[src/design/mppo_pkg.sv]
`default_nettype none
package mppo_pkg;

  localparam int RAW_W       = 12;
  localparam int GAIN_W      = 14;
  localparam int OFFS_W      = 22;
  localparam int DUTY_W      = 16;
  localparam int SUM_W       = 30;
  localparam int POWER_W     = 60;
  localparam int CFG_DATA_W  = 22;
  localparam int CFG_INDEX_W = 3;

  localparam int TICKS_PER_SAMPLE   = 2;
  localparam int TICKS_PER_DECISION = 20;

  localparam int SCNT_W = (TICKS_PER_SAMPLE > 1) ? $clog2(TICKS_PER_SAMPLE) : 1;
  localparam int DCNT_W = $clog2(TICKS_PER_DECISION);

  localparam int SCALED_W  = RAW_W + GAIN_W + 1;
  localparam int BIT_CNT_W = $clog2(SUM_W);

  localparam logic [GAIN_W-1:0] VOLTAGE_GAIN_RST   = GAIN_W'(1235);
  localparam logic [OFFS_W-1:0] VOLTAGE_OFFSET_RST = OFFS_W'(99614);
  localparam logic [GAIN_W-1:0] CURRENT_GAIN_RST   = GAIN_W'(310);
  localparam logic [OFFS_W-1:0] CURRENT_OFFSET_RST = OFFS_W'(15729);
  localparam logic [DUTY_W-1:0] DUTY_INITIAL_RST   = DUTY_W'(32768);
  localparam logic [DUTY_W-1:0] DUTY_STEP_RST      = DUTY_W'(1638);
  localparam logic [DUTY_W-1:0] DUTY_MIN_RST       = DUTY_W'(0);
  localparam logic [DUTY_W-1:0] DUTY_MAX_RST       = DUTY_W'(65535);

  localparam logic [CFG_INDEX_W-1:0] REG_VOLTAGE_GAIN   = CFG_INDEX_W'(0);
  localparam logic [CFG_INDEX_W-1:0] REG_VOLTAGE_OFFSET = CFG_INDEX_W'(1);
  localparam logic [CFG_INDEX_W-1:0] REG_CURRENT_GAIN   = CFG_INDEX_W'(2);
  localparam logic [CFG_INDEX_W-1:0] REG_CURRENT_OFFSET = CFG_INDEX_W'(3);
  localparam logic [CFG_INDEX_W-1:0] REG_DUTY_INITIAL   = CFG_INDEX_W'(4);
  localparam logic [CFG_INDEX_W-1:0] REG_DUTY_STEP      = CFG_INDEX_W'(5);
  localparam logic [CFG_INDEX_W-1:0] REG_DUTY_MIN       = CFG_INDEX_W'(6);
  localparam logic [CFG_INDEX_W-1:0] REG_DUTY_MAX       = CFG_INDEX_W'(7);

  typedef enum logic [2:0] {
    ST_IDLE,
    ST_SCALE,
    ST_ACCUM,
    ST_PLOAD,
    ST_MULT,
    ST_DECIDE,
    ST_MOVE,
    ST_DONE
  } state_t;

  typedef struct packed {
    logic [RAW_W-1:0] voltage_raw;
    logic [RAW_W-1:0] current_raw;
  } mppo_in_t;

  typedef struct packed {
    logic [DUTY_W-1:0]  duty_compare;
    logic               direction;
    logic               decided;
    logic [POWER_W-1:0] power_sum;
  } mppo_out_t;

endpackage
`default_nettype wire

[src/design/mppt_perturb_observe_unit.sv]
// Perturb-and-observe maximum power point tracker.
// The input channel (in_valid, in_ready, in_data) takes one word per timer tick holding
// the raw voltage and current samples. Every tick gives exactly one result word on the
// output channel (out_valid, out_ready, out_data): duty value, direction, a flag for
// ticks on which a decision was made, and the power of the latest decision.
// The configuration channel (cfg_valid, cfg_ready, cfg_index, cfg_data) is always ready
// and should be written only while no tick is in flight; writing duty_initial presets
// the duty value at once.
// A plain tick goes straight to the output register; a sample tick first scales the
// samples bit-serially, one bit of the sample per cycle, and a decision tick then runs
// a bit-serial power multiply.
// One tick is handled at a time, so the next word is accepted only once the previous
// tick's result word has been loaded into the output register.
// The output register holds its word while the receiver stalls; a new word can be
// accepted meanwhile, and its result waits until the register is free.
// A synchronous reset restores the register defaults, clears the sums, tick counters and
// saved power, sets the direction to decrease and the duty value to its default.
`default_nettype none
module mppt_perturb_observe_unit (
  input  wire logic                           clk,
  input  wire logic                           rst,
  input  wire logic                           in_valid,
  output      logic                           in_ready,
  input  wire mppo_pkg::mppo_in_t             in_data,
  output      logic                           out_valid,
  input  wire logic                           out_ready,
  output      mppo_pkg::mppo_out_t            out_data,
  input  wire logic                           cfg_valid,
  output      logic                           cfg_ready,
  input  wire logic [mppo_pkg::CFG_INDEX_W-1:0] cfg_index,
  input  wire logic [mppo_pkg::CFG_DATA_W-1:0]  cfg_data
);
  import mppo_pkg::*;

  state_t state, state_next;

  logic [GAIN_W-1:0] voltage_gain, current_gain;
  logic [OFFS_W-1:0] voltage_offset, current_offset;
  logic [DUTY_W-1:0] duty_step, duty_min, duty_max;

  logic [SCNT_W-1:0]    sample_cnt;
  logic [DCNT_W-1:0]    decision_cnt;
  logic                 do_sample, do_decide;
  logic [RAW_W-1:0]     vraw_sr, craw_sr;
  logic [SCALED_W-1:0]  vgain_sh, cgain_sh;
  logic [SCALED_W-1:0]  vacc, cacc;
  logic [BIT_CNT_W-1:0] bit_cnt;
  logic [SUM_W-1:0]     voltage_sum, current_sum;
  logic [POWER_W-1:0]   prod;
  logic [POWER_W-1:0]   last_power;
  logic                 direction;
  logic                 move_en;
  logic [DUTY_W-1:0]    duty;

  logic                 in_accept;
  logic                 out_load;
  logic                 sample_hit, decision_hit;
  logic [SUM_W:0]       vtot, ctot;
  logic [SUM_W:0]       part_sum;
  logic [DUTY_W:0]      duty_up;
  logic [DUTY_W-1:0]    duty_down;
  logic [DUTY_W-1:0]    duty_new;

  assign cfg_ready    = 1'b1;
  assign in_accept    = in_valid && in_ready;
  assign sample_hit   = (sample_cnt == SCNT_W'(TICKS_PER_SAMPLE - 1));
  assign decision_hit = (decision_cnt == DCNT_W'(TICKS_PER_DECISION - 1));

  assign vtot = {1'b0, voltage_sum} + (SUM_W + 1)'(vacc);
  assign ctot = {1'b0, current_sum} + (SUM_W + 1)'(cacc);

  assign part_sum = {1'b0, prod[POWER_W-1:SUM_W]} +
                    (prod[0] ? {1'b0, current_sum} : '0);

  assign duty_up   = {1'b0, duty} + {1'b0, duty_step};
  assign duty_down = (duty > duty_step) ? duty - duty_step : '0;

  always_comb begin
    if (direction) begin
      duty_new = (duty_up > {1'b0, duty_max}) ? duty_max : duty_up[DUTY_W-1:0];
    end else begin
      duty_new = (duty_down < duty_min) ? duty_min : duty_down;
    end
  end

  always_comb begin
    state_next = state;
    unique case (state)
      ST_IDLE: begin
        if (in_accept) begin
          if (sample_hit) begin
            state_next = ST_SCALE;
          end else if (decision_hit) begin
            state_next = ST_PLOAD;
          end else begin
            state_next = ST_DONE;
          end
        end
      end
      ST_SCALE: begin
        if (bit_cnt == BIT_CNT_W'(RAW_W - 1)) begin
          state_next = ST_ACCUM;
        end
      end
      ST_ACCUM: begin
        state_next = do_decide ? ST_PLOAD : ST_DONE;
      end
      ST_PLOAD: begin
        state_next = ST_MULT;
      end
      ST_MULT: begin
        if (bit_cnt == BIT_CNT_W'(SUM_W - 1)) begin
          state_next = ST_DECIDE;
        end
      end
      ST_DECIDE: begin
        state_next = ST_MOVE;
      end
      ST_MOVE: begin
        state_next = ST_DONE;
      end
      ST_DONE: begin
        if (out_load) begin
          state_next = ST_IDLE;
        end
      end
      default: begin
        state_next = ST_IDLE;
      end
    endcase
  end

  always_comb begin
    in_ready = 1'b0;
    out_load = 1'b0;
    unique case (state)
      ST_IDLE: begin
        in_ready = 1'b1;
      end
      ST_DONE: begin
        out_load = !out_valid || out_ready;
      end
      default: begin
        in_ready = 1'b0;
      end
    endcase
  end

  always_ff @(posedge clk) begin
    if (rst) begin
      state <= ST_IDLE;
    end else begin
      state <= state_next;
    end
  end

  always_ff @(posedge clk) begin
    if (rst) begin
      out_valid <= 1'b0;
    end else if (out_load) begin
      out_valid <= 1'b1;
    end else if (out_ready) begin
      out_valid <= 1'b0;
    end
  end

  always_ff @(posedge clk) begin
    if (out_load) begin
      out_data.duty_compare <= duty;
      out_data.direction    <= direction;
      out_data.decided      <= do_decide;
      out_data.power_sum    <= last_power;
    end
  end

  // Tick counters and the sample and decision flags.
  always_ff @(posedge clk) begin
    if (rst) begin
      sample_cnt   <= '0;
      decision_cnt <= '0;
      do_sample    <= 1'b0;
      do_decide    <= 1'b0;
    end else if (in_accept) begin
      do_sample    <= sample_hit;
      do_decide    <= decision_hit;
      sample_cnt   <= sample_hit ? '0 : sample_cnt + 1'b1;
      decision_cnt <= decision_hit ? '0 : decision_cnt + 1'b1;
    end
  end

  always_ff @(posedge clk) begin
    if (in_accept) begin
      vraw_sr  <= in_data.voltage_raw;
      craw_sr  <= in_data.current_raw;
      vgain_sh <= SCALED_W'(voltage_gain);
      cgain_sh <= SCALED_W'(current_gain);
      vacc     <= SCALED_W'(voltage_offset);
      cacc     <= SCALED_W'(current_offset);
    end else if (state == ST_SCALE) begin
      vacc     <= vacc + (vraw_sr[0] ? vgain_sh : '0);
      cacc     <= cacc + (craw_sr[0] ? cgain_sh : '0);
      vgain_sh <= vgain_sh << 1;
      cgain_sh <= cgain_sh << 1;
      vraw_sr  <= vraw_sr >> 1;
      craw_sr  <= craw_sr >> 1;
    end
  end

  always_ff @(posedge clk) begin
    if (in_accept || state == ST_PLOAD) begin
      bit_cnt <= '0;
    end else if (state == ST_SCALE || state == ST_MULT) begin
      bit_cnt <= bit_cnt + 1'b1;
    end
  end

  // Shift-and-add multiply: the voltage sum is shifted out of the low half one bit
  // per cycle while partial sums of the current sum build up in the high half.
  always_ff @(posedge clk) begin
    if (state == ST_PLOAD) begin
      prod <= {{(POWER_W - SUM_W){1'b0}}, voltage_sum};
    end else if (state == ST_MULT) begin
      prod <= {part_sum, prod[SUM_W-1:1]};
    end
  end

  always_ff @(posedge clk) begin
    if (rst) begin
      voltage_sum <= '0;
      current_sum <= '0;
      last_power  <= '0;
      direction   <= 1'b0;
      move_en     <= 1'b0;
      duty        <= DUTY_INITIAL_RST;
    end else begin
      if (state == ST_ACCUM && do_sample) begin
        voltage_sum <= vtot[SUM_W] ? '1 : vtot[SUM_W-1:0];
        current_sum <= ctot[SUM_W] ? '1 : ctot[SUM_W-1:0];
      end
      if (state == ST_DECIDE) begin
        if (prod < last_power) begin
          direction <= ~direction;
          move_en   <= 1'b1;
        end else begin
          move_en   <= (prod != last_power);
        end
        last_power  <= prod;
        voltage_sum <= '0;
        current_sum <= '0;
      end
      if (state == ST_MOVE && move_en) begin
        duty <= duty_new;
      end
      if (cfg_valid && cfg_ready && cfg_index == REG_DUTY_INITIAL) begin
        duty <= cfg_data[DUTY_W-1:0];
      end
    end
  end

  always_ff @(posedge clk) begin
    if (rst) begin
      voltage_gain   <= VOLTAGE_GAIN_RST;
      voltage_offset <= VOLTAGE_OFFSET_RST;
      current_gain   <= CURRENT_GAIN_RST;
      current_offset <= CURRENT_OFFSET_RST;
      duty_step      <= DUTY_STEP_RST;
      duty_min       <= DUTY_MIN_RST;
      duty_max       <= DUTY_MAX_RST;
    end else if (cfg_valid && cfg_ready) begin
      unique case (cfg_index)
        REG_VOLTAGE_GAIN:   voltage_gain   <= cfg_data[GAIN_W-1:0];
        REG_VOLTAGE_OFFSET: voltage_offset <= cfg_data[OFFS_W-1:0];
        REG_CURRENT_GAIN:   current_gain   <= cfg_data[GAIN_W-1:0];
        REG_CURRENT_OFFSET: current_offset <= cfg_data[OFFS_W-1:0];
        REG_DUTY_INITIAL: begin
          // The preset goes straight into the duty register.
        end
        REG_DUTY_STEP:      duty_step      <= cfg_data[DUTY_W-1:0];
        REG_DUTY_MIN:       duty_min       <= cfg_data[DUTY_W-1:0];
        REG_DUTY_MAX:       duty_max       <= cfg_data[DUTY_W-1:0];
        default: begin
        end
      endcase
    end
  end

endmodule
`default_nettype wire

[config.mk]
export PLATFORM = sky130hd
export DESIGN_NAME = mppt_perturb_observe_unit
export DESIGN_NICKNAME = d
export VERILOG_FILES = /design/src/design/mppo_pkg.sv /design/src/design/mppt_perturb_observe_unit.sv
export SDC_FILE = /design/constraint.sdc
export NUM_CORES = 1
export LEC_CHECK = 0
export ABC_AREA = 1
export ABC_CLOCK_PERIOD_IN_PS = 4400
export BUFFER_PORTS_ARGS = -buffer_cell sky130_fd_sc_hd__buf_2
export CORE_MARGIN = 2
export CORE_UTILIZATION = 35
export DETAILED_ROUTE_END_ITERATION = 12
export GPL_TIMING_DRIVEN = 0
export RECOVER_POWER = 50
export SETUP_SLACK_MARGIN = 0.3
export SYNTH_ARGS = -nofsm -noshare
export SYNTH_HDL_FRONTEND = slang
export SYNTH_SLANG_ARGS = --single-unit
[constraint.sdc]
create_clock -name clk -period 4.4 [get_ports clk]
set_input_delay 0 -clock clk [delete_from_list [all_inputs] [get_ports clk]]
set_output_delay 0 -clock clk [all_outputs]
set_load 0.02 [all_outputs]
==> results.md, run 1 <==
- Outcome: finished, violations left
- Failing checks: capacitance limit, slew limit
- Total Neg Setup Slack: 0 ns
- TritonCTS buffer count: 66
- Met3 Usage GRT: 2.49%
- CTS tree: done
- I/O pin count: approximately 140
- HPWL after DPL: roughly 75000 um
- Synth top cells by count: 908 x nand2_1, 540 x inv_1, 402 x a21oi_1
- First-pass GRT wire length: 149000 um
- Pin count of the biggest net entering global routing: 65
- Critical Path End: duty[12]
- Die area: approximately 93000 sq um
- Tightest hold margin: between 0.03 and 0.04 ns
- Clk sinks: about 550
- Peak fanout along the critical path: 10
- CP Depth: 20
- Dpl cells: approximately 5.4k
- PD cells: roughly 590 nW/um^2
- Kind of cell adding the most delay to the critical path: compound AO/OA/AOI/OAI gates
- Met1 usage: roughly 28%
- Area Overhead vs Synth: 15.5%
- Clk root buf: clkbuf_16
- Crit Path Category: reg2reg
- Die width: approximately 300 um
- R2R Setup Slk: around 0.4 ns
- Yosys Warn Count: 0
- Area after DPL: between 30000 and 40000 sq um
- Core ar.: between 80000 and 90000 sq um
- Synth Register Bits: approximately 550
- Biggest area consumer among synthesized cells: dfxtp_1
- Die height: about 300 um
- Gr usage total: 20.3%
- FF-to-FF path depth: 20
- FMAX: roughly 0.25 GHz
- Worst-Skew Late Latency: approximately 0.64 ns
- Worst-path cell chain: inv_1, fa_2, o21ai_4, nand2_2, a21oi_2, nor2_1, o21a_1, o21bai_1, xor2_1, buf_4, ha_1, a21oi_1, o2111ai_1, nor2_1, nand3_2, nand2_2, inv_2, buf_6, o211ai_1, a31oi_1
- CP Buf/Inv Count: 4
- Top_reg_cell synth: dfxtp_1
- Worst EP required: about 5 ns
- H-tree levels: 3
- Mapped Area: ~32000 sq um
- Post-layout util: around 41%
- Syn_nets: roughly 4.4k
- Worst R2R Start: duty[1]
- Worst-Margin Slew: approximately 1.9 ns
- Max-slew violation count: 25
- Diodes inserted: 0
- WL per Instance: approximately 17 um
- Max-cap violations: 1
- Worst-path clk slew: ~0.060 ns
- Finished Layout Cells: 5600
- RSZ-0062 raised after global routing: yes
- Input/output buffers: 121
- Post-route ant nets: 0
- Lkg Pwr: around 17 nW
- Synth top area share: between 20% and 30%
- Syn Area/Cell: approximately 7.7 sq um
- Worst path max stage delay: 0.50 ns
- Sequential area share after synthesis: 40.9%
- Global Route met2 Usage: between 30% and 40%
- DRT iter0 DRCs: 2185
- Grt peak-use layer: met2
- Detailed Route WL: between 90000 and 100000 um
- Skew final: between 0.04 and 0.05 ns
- Startpoint types: register
- Final number of setup-violating endpoints: 0
- Row count: 110
- Worst VDD drop: ~0.33 mV
- Starting Density: 35.3%
- CP startpoint: duty[1]
- Worst Hold Class: in2reg
- Top area cells in the synthesized netlist: dfxtp_1 22%, edfxtp_1 19%, nand2_1 11%
- CP max-delay cell: dfxtp_1
- Initial antenna violation count: 1
- Final Cycle Share: between 90% and 100%
- DRT Pass-1 Iters: 6
- Post-synth cell types: 65
- Ys async rst share: 0%
- Final instance area: roughly 37000 sq um
- Fin. Hold Viols: 0
- Residual DRC: 0
- Worst EP arrival: about 4.5 ns
- Clk buf depth: 3
- Via/cell ratio: between 5 and 6
- RePlAce Congestion: slightly above 0.9
- Count leader, synth: nand2_1
- Mapped Cells: 4119
- FF-to-FF End: duty[12]
- Layout cells sized above 1: under 10%
- Min Tclk post-route: ~4.0 ns
- Via count: ~28k
- Number of synthesized flops with an enable pin: about 200
- Total Nets Final: about 4.7k
- Worst rel slew slack: -28.1%
- Vias in the first global route: 26.4k
- Setup crit end kind: register
- Gr ovfl total: 0
cell families (layout without fill, tap and decap cells):
logic type	count (synthesis)	count (layout)	share of synthesized area (%)
AOI/OAI and AO/OA	959	959	16.8
other	1	1	0.0119
buffers and inverters	711	1016	8.67
DFF	545	545	40.9
xor gates and xnor gates	95	95	2.63
adders and majority gates	269	269	10.8
and+or+nand+nor	1539	1539	20.1
layout make-up:
type                       count  area [sq um]
buffer                       158           684
clock buffer                  89          1900
clock inverter                31           283
fill                        9322         53200
inverter                     553          2080
multi-input combinational   2863         16000
sequential                   545         13000
tap                         1176          1470
timing repair buffer         185          1130
tightest hold or removal path: cells and delay by family:
kind	cells	cell delay, ns
buffers and inverters	1	0.36
and+or+nand+nor	2	0.26
cells in the final DEF (no fill, tap or decap), types with 57 or more instances in the layout:
cell type | Yosys | routed
nand2_1 | 908 | 903
ha_1 | 262 | 260
nor2_1 | 346 | 345
a21oi_1 | 402 | 400
dfxtp_1 | 341 | 338
xor2_1 | 57 | 57
clkbuf_16 | 0 | 70
nand3_1 | 124 | 124
edfxtp_1 | 204 | 204
clkbuf_1 | 133 | 226
inv_1 | 540 | 541
o21ai_0 | 340 | 336
registers in the layout, indices dropped and copies added, names as in the netlist, 14 cells and up:
signal and flops:
vacc 27, cacc 27, voltage_offset 22, voltage_sum 30, cgain_sh 27, prod 60, last_power 60, current_gain 14
duty_max 16, current_sum 30, voltage_gain 14, out_data 78, duty_step 16, duty 16, vgain_sh 27, current_offset 22
duty_min 16
how the worst min path moves through the flow:
stage                       from  cells after the start            endpoint  slack [ns]
floorplan           cfg_data[13]                      2  current_offset[13]        0.13
global placement     in_data[22]                      3         vraw_sr[10]        0.28
detailed placement   in_data[18]                      3          vraw_sr[6]        0.28
CTS                 cfg_data[12]                      3    current_gain[12]       0.009
global route         cfg_data[9]                      3     current_gain[9]        0.04
finish              cfg_data[11]                      3    current_gain[11]        0.03
routing by layer:
metal / part of all wire, % / vias up
met2: 45 / 744
li1: - / 14200
met5: 0 / -
met4: 2.9 / 0
met3: 5.0 / 154
met1: 47 / 13000
report_power, final:
part           internal (mW)  switching, mW  total [mW]
combinational           2.85           5.47        8.32
sequential              6.82          0.970        7.79
clock                   3.23           2.27        5.50
metrics by stage:
stage / setup slack, ns / total power [mW]
2_1_floorplan: 0.379 / 13.6
3_3_place_gp: -1.68 / 15.9
3_5_place_dp: 0.0300 / 16.1
4_1_cts: 0.305 / 21.7
5_1_grt: 0.201 / 23.2
6_report: 0.395 / 21.6
timing repair:
action                                  in CTS  in global routing
setup buffers                                1                  7
endpoints found under the setup margin      10                 24
endpoints found under the hold margin      109                  0
gates resized for setup                      8                 37
hold buffers                                53                  0
cloned                                       0                  0
pin swaps                                    5                 15
No activity file was read; power rests on OpenSTA's default activity.
==> run 2, diff against run 1 <==
--- a/config.mk
+++ b/config.mk
@@ -8,6 +8,7 @@
 export ABC_AREA = 1
 export ABC_CLOCK_PERIOD_IN_PS = 4400
 export BUFFER_PORTS_ARGS = -buffer_cell sky130_fd_sc_hd__buf_2
+export CORE_ASPECT_RATIO = 2
 export CORE_MARGIN = 2
 export CORE_UTILIZATION = 35
 export DETAILED_ROUTE_END_ITERATION = 12
==> results.md, run 2 (synthesis gave the netlist of run 1 again) <==
- Outcome: finished, violations left
- Failing checks: capacitance limit, slew limit
- Total Nets Final: 4688 (-0.15%)
- Core ar.: 90000 sq um (+0.27%)
- Via/cell ratio: 5.05 (+0.63%)
- DRT Pass-1 Iters: 5 (-1)
- Worst EP arrival: 4.53 ns (+0.03 ns)
- Total Neg Setup Slack: 0 ns (unchanged)
- Lkg Pwr: 16.7 nW (-0.63%)
- Area Overhead vs Synth: 15.0%
- WL per Instance: 17.4 um (+0.56%)
- Fillcell total: 9233 (-0.95%)
- Crit Path Category: reg2reg
- Diodes inserted: 0 (unchanged)
- Dpl cells: 5428 (+0.17%)
- Die width: 217 um (-29%)
- Max reg flops: 78 (unchanged)
- Vias in the first global route: 27.3k (+3.3%)
- CTS tree: done
- Via count: 28.3k (+0.54%)
- Post-route ant nets: 0 (unchanged)
- Tightest hold margin: 0.0448 ns (+0.0108 ns)
- Worst Hold Class: in2reg
- Clk sinks: 545 (unchanged)
- Clk root buf: clkbuf_16
- PD cells: 580 nW/um^2 (-2.0%)
- Pin count of the biggest net entering global routing: 67 (+3.1%)
- Worst-Skew Late Latency: 0.65 ns (about the same)
- Startpoint types: register
- TritonCTS buffer count: 53 (-20%)
- Gr usage total: 20.5% (+0.12 points)
- Placement Setup Slack: 0.115 ns (+0.0846 ns)
- Max-slew violation count: 26 (+4.0%)
- Max-cap violations: 1 (unchanged)
- Fin. Hold Viols: 0 (unchanged)
- Detailed Route WL: 97100 um (+0.47%)
- Die area: 93000 sq um (+0.16%)
- Gr ovfl total: 0 (unchanged)
- FMAX: 0.248 GHz (-0.61%)
- Worst VDD drop: 0.442 mV (+32%)
- DRT iter0 DRCs: 1949 (-11%)
- Finished Layout Cells: 5595 (-0.089%)
- Sequential cell area: 13000 sq um (about the same)
- Starting Density: 35.2% (-0.096 points)
- RePlAce Congestion: 0.941 (+0.59%)
- Worst rel slew slack: -22.4% (+5.7 points)
- HPWL after DPL: 75200 um (+0.59%)
- Layout cells sized above 1: 6.62% (+0.34 points)
- Final number of setup-violating endpoints: 0 (unchanged)
- Row count: 156 (+42%)
- Peak fanout along the critical path: 10 (unchanged)
- Setup slack after layout: 0.370 ns (-0.0247 ns)
- Biggest registers after layout: out_data: 78 flops, last_power: 60 flops, prod: 60 flops
- Residual DRC: 0 (unchanged)
- Final Cycle Share: 91.6% (+0.56 points)
- Worst EP required: 4.90 ns (about the same)
- First-pass GRT wire length: 150000 um (+0.20%)
- Worst-path clk slew: 0.07 ns (about the same)
- I/O pin count: 135 (unchanged)
- Multi-input gate area: 16100 sq um (+0.74%)
- Initial antenna violation count: 1 (unchanged)
- RSZ-0062 raised after global routing: yes
- Min Tclk post-route: 4.03 ns (+0.0247 ns)
- Largest Register: out_data
- Setup crit end kind: register
- Most frequent cells in the layout: 904 x nand2_1, 540 x inv_1, 399 x a21oi_1, 344 x nor2_1, 339 x dfxtp_1
- H-tree levels: 2 (-1)
- Most common cell after layout, fill and taps aside: nand2_1
- Skew final: 0.0201 ns (-0.0210 ns)
- Die height: 429 um (+41%)
- Input/output buffers: 121 (unchanged)
- Post-layout util: 40.4% (-0.26 points)
- Worst-Margin Slew: 1.83 ns (-0.0846 ns)
- Clk buf depth: 3 (unchanged)
[run 2: changes by cell type in the layout (fill, tap and decap cells not counted), sizes merged]
| cell | delta |
|---|---|
| clkbuf | -29 |
| buf | +6 |
| clkinv | -5 |
| clkinvlp | +3 |
| bufinv | +4 |
| dlygate4sd3 | +2 |
| inv | +5 |
[run 2: path summary, 6_finish.rpt]
check	from	endpoint	slack (ns)	cells past startpoint
worst max-delay path	duty[0]	duty[12]	0.37	21
worst min-delay path	cfg_data[6]	voltage_gain[6]	0.04	3
worst max register to register	duty[0]	duty[12]	0.37	21
worst min register to register	last_power[47]	out_data[47]	0.42	0
[run 2: layer usage]
metal | track usage (%) | vias to the layer above | routed length [um]
li1 | - | 14200 | -
met1 | 26.1 | 13100 | 42500
met2 | 35.6 | 778 | 46300
met3 | 2.24 | 151 | 4840
met4 | 7.07 | 0 | 3480
met5 | 0 | - | 0
[run 2: cell type report]
| class | instances | area share (%) |
|---|---|---|
| inverter | 553 | 5.72 |
| multi-input combinational | 2863 | 44.3 |
| sequential | 545 | 35.6 |
| clock buffer | 62 | 3.94 |
| tap | 1185 | 4.07 |
| clock inverter | 38 | 1.20 |
| timing repair buffer | 191 | 3.27 |
| buffer | 158 | 1.88 |
[run 2: repair_timing]
| item | in CTS | in global routing |
|---|---|---|
| pin swaps | 7 | 20 |
| resized for setup | 12 | 49 |
| hold buffers | 55 | 0 |
| buffers inserted | 4 | 8 |
| endpoints found under the setup margin | 19 | 21 |
| hold endpoints to repair | 106 | 0 |
[run 2: stage by stage]
stage | power, mW | area (sq um)
2_1_floorplan | 13.6 | 31600
3_3_place_gp | 15.9 | 33700
3_5_place_dp | 16.1 | 33800
4_1_cts | 21.1 | 36300
5_1_grt | 22.7 | 36400
6_report | 21.1 | 36400
[run 2: critical path: stages (launching register included)]
cell	delay [ns]
dfxtp_1	0.43
ha_1	0.20
inv_1	0.10
fa_2	0.41
o21ai_4	0.21
nand2_2	0.10
a21oi_1	0.15
nor2_1	0.08
o21a_2	0.25
xor2_2	0.21
ha_1	0.29
inv_1	0.08
nor3_1	0.05
a211oi_1	0.24
nor2_1	0.06
nor2_1	0.14
nand3_2	0.12
nand2_2	0.11
inv_2	0.05
buf_6	0.13
o211ai_1	0.35
a31oi_1	0.12
[run 2: where the power goes]
group	internal, mW	switching, mW
combinational	2.87	5.57
sequential	6.81	0.899
clock	2.78	2.18
total	12.5	8.65
